==> config.mk <==
export PLATFORM = sky130hd
export DESIGN_NAME = bba_alloc_plan
export DESIGN_NICKNAME = d
export VERILOG_FILES = /design/src/sv/buddy_block_allocator_unit_defines.svh /design/src/sv/bba_pkg.sv /design/src/sv/bba_alloc_plan.sv
export SDC_FILE = /design/constraint.sdc
export NUM_CORES = 1
export LEC_CHECK = 0
export BUFFER_PORTS_ARGS = -buffer_cell sky130_fd_sc_hd__buf_4
export CORE_MARGIN = 2
export CORE_UTILIZATION = 40
export DETAILED_ROUTE_END_ITERATION = 8
export PLACE_DENSITY_LB_ADDON = 0.15
export SYNTH_ARGS = -nofsm -noshare
export SYNTH_HDL_FRONTEND = slang
export SYNTH_SLANG_ARGS = --single-unit
==> constraint.sdc <==
create_clock -name vclk -period 6.93
set_clock_uncertainty 0.15 [all_clocks]
set_input_delay 2.079 -clock vclk [all_inputs]
set_output_delay 2.079 -clock vclk [all_outputs]
set_load 0.05 [all_outputs]
==> src/sv/buddy_block_allocator_unit_defines.svh <==
// Assertion helpers shared by the allocator RTL.
`ifndef BUDDY_BLOCK_ALLOCATOR_UNIT_DEFINES_SVH
`define BUDDY_BLOCK_ALLOCATOR_UNIT_DEFINES_SVH

// Same-cycle implication, checked while out of reset.
`define BBA_ASSERT_IMPL(lbl, ck, rn, ante, cons, msg) \
  lbl: assert property (@(posedge ck) disable iff (!(rn)) (ante) |-> (cons)) else $error(msg);

// Next-cycle implication, checked while out of reset.
`define BBA_ASSERT_NEXT(lbl, ck, rn, ante, cons, msg) \
  lbl: assert property (@(posedge ck) disable iff (!(rn)) (ante) |=> (cons)) else $error(msg);

`endif

==> src/sv/bba_pkg.sv <==
`default_nettype none
package bba_pkg;

  localparam int MIN_ORDER    = 3;
  localparam int HEADER_BYTES = 8;
  localparam int FIELD_W      = 12;

  localparam logic [3:0] POOL_ORDER_RST = 4'd12;

  localparam logic REQ_ALLOC = 1'b0;
  localparam logic REQ_FREE  = 1'b1;

  typedef enum logic [1:0] {
    ST_OK     = 2'd0,
    ST_RANGE  = 2'd1,
    ST_EMPTY  = 2'd2,
    ST_DOUBLE = 2'd3
  } bba_status_t;

  typedef struct packed {
    logic               req_type;
    logic [FIELD_W-1:0] req_size;
    logic [FIELD_W-1:0] free_addr;
  } bba_req_t;

  typedef struct packed {
    logic [FIELD_W-1:0] alloc_addr;
    bba_status_t        status;
  } bba_resp_t;

endpackage
`default_nettype wire

==> src/sv/bba_alloc_plan.sv <==
`default_nettype none
// Rounds a request up to its order and picks the smallest fitting non-empty list.
module bba_alloc_plan
  import bba_pkg::*;
#(
  parameter int MAX_ORDER = 12
) (
  input  wire logic [FIELD_W-1:0]                  req_size,
  input  wire logic [((($clog2(MAX_ORDER+1)) < 5) ? 5 : $clog2(MAX_ORDER+1))-1:0] pool_eff,
  input  wire logic [MAX_ORDER-MIN_ORDER:0]        nonempty,
  output      logic [((($clog2(MAX_ORDER+1)) < 5) ? 5 : $clog2(MAX_ORDER+1))-1:0] k_order,
  output      logic [$clog2(MAX_ORDER-MIN_ORDER+1)-1:0] j_idx,
  output      bba_status_t                         status
);

  localparam int OW     = (($clog2(MAX_ORDER+1)) < 5) ? 5 : $clog2(MAX_ORDER+1);
  localparam int NLISTS = MAX_ORDER - MIN_ORDER + 1;
  localparam int LI_W   = $clog2(NLISTS);
  localparam int NEED_W = FIELD_W + 1;

  logic [NEED_W-1:0] need;
  logic [NEED_W-1:0] need_m1;
  logic [OW-1:0]     blen;
  logic              found;

  assign need    = NEED_W'(req_size) + NEED_W'(HEADER_BYTES);
  assign need_m1 = need - NEED_W'(1);

  always_comb begin
    blen = '0;
    for (int i = 0; i < NEED_W; i++) begin
      if (need_m1[i]) blen = OW'(i + 1);
    end
    k_order = (need <= NEED_W'(HEADER_BYTES)) ? OW'(MIN_ORDER) : blen;
  end

  // Lowest qualifying list wins, so scan from the top down.
  always_comb begin
    found = 1'b0;
    j_idx = '0;
    for (int i = NLISTS - 1; i >= 0; i--) begin
      if (nonempty[i] && (OW'(i + MIN_ORDER) >= k_order) &&
          (OW'(i + MIN_ORDER) <= pool_eff)) begin
        found = 1'b1;
        j_idx = LI_W'(i);
      end
    end
  end

  always_comb begin
    if (k_order > pool_eff) begin
      status = ST_RANGE;
    end else if (!found) begin
      status = ST_EMPTY;
    end else begin
      status = ST_OK;
    end
  end

endmodule
`default_nettype wire

; Yosys cells after proc, flatten, opt, wreduce, memory -nomap -nowiden
; Index checks and enable logic that the tools add are counted.
; Widths: inputs -> output; s select.
[word_totals]
ff_bits = 0
in_bits = 27
out_inout_bits = 11
[op_classes]
n_mux = 36
magnitude_cmp = 22
n_addsub = 2
n_reduce_logical = 20
[ops]
columns = operator, count
row1 = $mux 5, 13
row2 = $mux 4, 10
row3 = $ge 4x5->1 const A, 5
row4 = $le 4x5->1 const A, 5
row5 = $ge 3x5->1 const A, 4
row6 = $le 3x5->1 const A, 4
row7 = $logic_and 1x1->1, 20
row8 = $add 12x4->13 const B, 1
row9 = $le 13x4->1 const B, 1
row10 = $sub 13x1->13 const B, 1
row11 = $mux 1, 11
row12 = $ge 2x5->1 const A, 1
row13 = $gt 5x5->1, 1
row14 = $le 2x5->1 const A, 1
row15 = $mux 2, 2

; Depth between registers and ports, before layout
[logic_depth]
word_depth = 31
depth_mapped = 19
depth_no_buf = 16

; Worst setup path after synthesis
; OpenSTA, ideal clock, no wires.
[synth_path]
path_kind = input to output
from = input port req_size[3]
to = output port status[1]
setup_slack_ns = -1.587
path_stages = 17
t_arrival_ns = 6.288
t_required_ns = 4.701
cell_sequence = ha_1 -> buf_2 -> and4bb_1 -> o21a_1 -> buf_6 -> a31o_2 -> o221ai_2 -> nand2_1 -> nor3_1 -> nor2_1 -> nor2_1 -> ha_1 -> o21ai_0 -> nand2b_1 -> a21oi_1 -> nor2_1 -> nor4b_2
[synth_via]
elab_chain_len = 28
elab_cells_between_ends = 57
cone_classes = add/sub (2) / order compare (12) / mux (23) / reduce/logical (20)
[synth_rtl]
columns = element, line_no
row1 = from (decl), bba_alloc_plan.sv:8  ; input wire logic [FIELD_W-1:0] req_size,
row2 = $add 12x4->13 (*), bba_alloc_plan.sv:26  ; assign need = NEED_W'(req_size) + NEED_W'(HEADER_BYTES);
row3 = $sub 13x1->13, bba_alloc_plan.sv:27  ; assign need_m1 = need - NEED_W'(1);
row4 = $mux 5 (10 in a row), bba_alloc_plan.sv:32  ; if (need_m1[i]) blen = OW'(i + 1);
row5 = $mux 5 (*), bba_alloc_plan.sv:34  ; k_order = (need <= NEED_W'(HEADER_BYTES)) ? OW'(MIN_ORDER) : blen;
row6 = via k_order (one bit), bba_alloc_plan.sv:11  ; output logic [((($clog2(MAX_ORDER+1)) < 5) ? 5 : $clog2(MAX_ORDER+1))-1:0] k_order,
row7 = $ge 4x5->1, bba_alloc_plan.sv:42  ; if (nonempty[i] && (OW'(i + MIN_ORDER) >= k_order) &&
row8 = $logic_and 1x1->1 (2 in a row), bba_alloc_plan.sv:42
row9 = $mux 1 (10 in a row), bba_alloc_plan.sv:42
row10 = $mux 2, bba_alloc_plan.sv:53  ; end else if (!found) begin
row11 = $mux 2 (*), bba_alloc_plan.sv:51  ; if (k_order > pool_eff) begin
row12 = to (decl), bba_alloc_plan.sv:13  ; output bba_status_t status
; Mark *: on every way through the listed nets, which the timed path passes. The rest lies on a longest branch.

; Worst setup path in the final report
[layout_path]
from = input port req_size[3]
to = output port status[1]
[layout_via]
elab_chain_len = 28
elab_cells_between_ends = 57
cone_classes = add/sub (2) / order compare (12) / mux (23) / reduce/logical (20)
[layout_rtl]
columns = element, line_no
row1 = $add 12x4->13 (*), bba_alloc_plan.sv:26
row2 = $sub 13x1->13, bba_alloc_plan.sv:27
row3 = $mux 5 (10 in a row), bba_alloc_plan.sv:32
row4 = $mux 5 (*), bba_alloc_plan.sv:34
row5 = $ge 4x5->1, bba_alloc_plan.sv:42
row6 = $logic_and 1x1->1 (2 in a row), bba_alloc_plan.sv:42
row7 = $mux 1 (10 in a row), bba_alloc_plan.sv:42
row8 = $mux 2, bba_alloc_plan.sv:53
row9 = $mux 2 (*), bba_alloc_plan.sv:51
; Mark *: on every way between the ends. The rest lies on a longest branch, timed or not.

==> impl_metrics.ini <==
[status]
status = finished, violations left
failed_checks = negative setup slack

[sta]
max_freq_mhz = 136
final-setup-viol-count = 6
worst_pin_slew_ns = 0.512
rsz0062_at_grt = yes
min_period_ns = 7.38
finalCritPeriodShare_pct = 106
setup_tns_ns = -1.56
slew_violations = 0
maxSlewHeadroom_pct = 65.6
fin_ws_ns = -0.448
finalHoldViolCount = 0

[floorplan]
boundaryPins = 38
coreArea_sq_um = 3740
fp.dieArea_sq_um = 4520
initial_core_util_pct = 42.7
rows = 22
die_h_microns = 67.2
fp.dieW_microns = 67.2

[pwr]
p_per_area_nw_per_um2 = 79.3
power_uw = 228
p_leak_uw = 0.00124
vdd_drop_max_mv = 0.0375

[synthesis]
yosys.area.top_type = ha_1
ys_seq_area_share_pct = 0
syn_area_per_cell_sq_um = 6.86
synth_area_leaders = ha_1, nand2_1, a21oi_1, nor2_1, o21ai_0
yosysWarnings = 0
synth-xor-area-share_pct = 8.07
yosysTopAreaCellShare_pct = 6.26
synth_area_sq_um = 1600
synth_compound_area_share_pct = 44.6
synth_top_family_by_area = compound AO/OA/AOI/OAI gates
synth_cells = 233
synth.area.mux_share_pct = 0
synthAdderAreaFrac_pct = 6.26
syn-num-nets = 268
yosys.cell_types.count = 67
synthSimpleGateAreaFrac_pct = 32.1

[global_routing]
grt_usage_pct = 24.6
antenna_found_initial = 0
grt_pass1_vias = 2045
grt-ovfl-total = 0
grt_pass1_wl_microns = 8940
grt_max_degree = 12

[place]
placed_cell_area_sq_um = 2440
gp_congestion = 0.854
io_buffers = 37
hpwl_microns = 4210

[routing]
wirelength_microns = 5960
drt_iter0_drc = 122
ant_nets = 0
vias = 2227
avgViaCountPerCell = 5.67
routedWlPerCell_microns = 15.2
route.detailed.drc = 0
dr.pass1.iters = 4

[setup_path]
crit_type = in2out
critPathRequiredTime_ns = 4.70
worstSetupStartpoint = req_size[3]
end_kind = primary output
worstPathArrival_ns = 5.15
crit_fanout = 4
cp-start-kind = primary input

[flow_run]
cap_violations = 0

[layout]
nets = 382
design_area_sq_um = 2870
ff_latch_area_sq_um = 0
insertedDiodeCount = 0
n_fill_cell = 281
clkbuf_count = 0
syn_to_final_growth_pct = 79.6
seq_cell_count = 0
drive_gt1_share_pct = 53.3

[min_path]
hold_start = nonempty[9]
whs_path_depth = 4
hold_end = status[1]
hold_path.class = in2out

[cts]
cts_hold_buf = 0
-- timing repair --
item	CTS	global route
endpoints found under the setup margin	6	6
resized for setup	36	22
gates cloned	0	1
buffers inserted	6	12
pin swaps	15	23
-- per-stage QoR --
stage               utilization [%]  cells  hold slack [ns]  worst slack (ns)
finish                         76.6    393             4.47            -0.448
global route                   76.6    393             4.49            -0.558
CTS                            71.0    381             4.48            -0.341
detailed placement             65.3    376             4.50            -0.616
global placement               65.3    376             4.51            -0.506
floorplan                         -    233             4.22            -0.895
-- synthesized netlist by cell type (2+ instances only) --
cell type	number
a31oi_1	4
xnor2_1	7
xor2_1	4
nand2b_1	2
a21oi_2	2
o21a_1	3
a31oi_2	2
or2_2	2
a211oi_1	3
a211o_1	2
a21o_1	6
nor2_1	20
o31ai_4	2
ha_1	8
o21ai_0	13
nor3_1	10
nand3_1	11
a211oi_2	2
a2bb2oi_1	2
buf_6	4
and2_1	6
a32oi_1	2
a31o_2	3
a22oi_1	3
nand3b_1	4
nand4_1	4
o211ai_1	3
nand2_1	23
buf_2	6
nor2b_1	3
a21oi_1	16
o21ai_1	4
inv_1	9
and3_1	3
buf_4	3
-- power breakdown --
| group | switching (uW) | internal, uW | total (uW) |
|---|---|---|---|
| logic | 119 | 109 | 228 |
| clock network | 0 | 0 | 0 |
| registers | 0 | 0 | 0 |
-- kinds of logic after synthesis --
logic type,Yosys count
adder cells (fa/ha/maj),8
other,1
buffers and inverters,24
AO/OA/AOI/OAI,89
XOR/XNOR,13
AND/OR/NAND/NOR,98
-- worst max-delay path by stage --
| stage | endpoint | slack [ns] |
|---|---|---|
| after floorplan | status[1] | -0.89 |
| final | status[1] | -0.45 |
| after global placement | status[1] | -0.51 |
| after detailed placement | status[1] | -0.62 |
| after CTS | status[1] | -0.34 |
| after global routing | status[1] | -0.56 |
-- cell usage in the layout, fill, tap and decap left out, types with 3 or more instances in the layout --
cell / n
buf_4: 109
nand2_1: 22
nor2_1: 16
a21oi_1: 13
o21ai_0: 11
buf_6: 11
nand3_1: 10
inv_1: 8
nor3_1: 8
xnor2_1: 7
a21o_1: 6
and2_1: 5
a21oi_2: 5
o21ai_1: 5
ha_4: 5
nand4_1: 4
nand3b_1: 4
a31oi_1: 4
nor2_4: 3
o211ai_1: 3
and3_1: 3
xor2_1: 3
a211oi_1: 3
ha_1: 3
buf_8: 3
-- worst max-delay path, stage by stage --
cell and delay [ns]:
buf_8 0.11, ha_4 0.23, and4bb_2 0.36, buf_12 0.12, o21ai_4 0.07, o311ai_4 0.31, o221ai_4 0.15, and2_4 0.16
a21o_1 0.17, nand2_2 0.09, ha_4 0.20, nor2b_1 0.13, o21ai_1 0.13, nand2b_1 0.09, a21oi_2 0.20, nor2_4 0.07
nor4b_4 0.28, buf_6 0.19
-- layer usage --
metal | routed length [microns] | vias up | part of all wire [%] | global-route usage, %
met5 | 0 | - | 0 | 0
met2 | 2990 | 64 | 50 | 44.6
met1 | 2720 | 1056 | 46 | 33.3
met3 | 207 | 4 | 3.5 | 1.17
li1 | - | 1103 | - | -
met4 | 37 | 0 | 0.62 | 2.55
-- final cells by class --
| type | instances | area [sq um] | area share [%] |
|---|---|---|---|
| Timing Repair Buffer | 125 | 1030 | 35.8 |
| Multi-Input combinational cell | 210 | 1740 | 60.7 |
| Inverter | 10 | 40.0 | 1.40 |
| Tap cell | 48 | 60.1 | 2.09 |
Power figures use the tool's default switching activity.
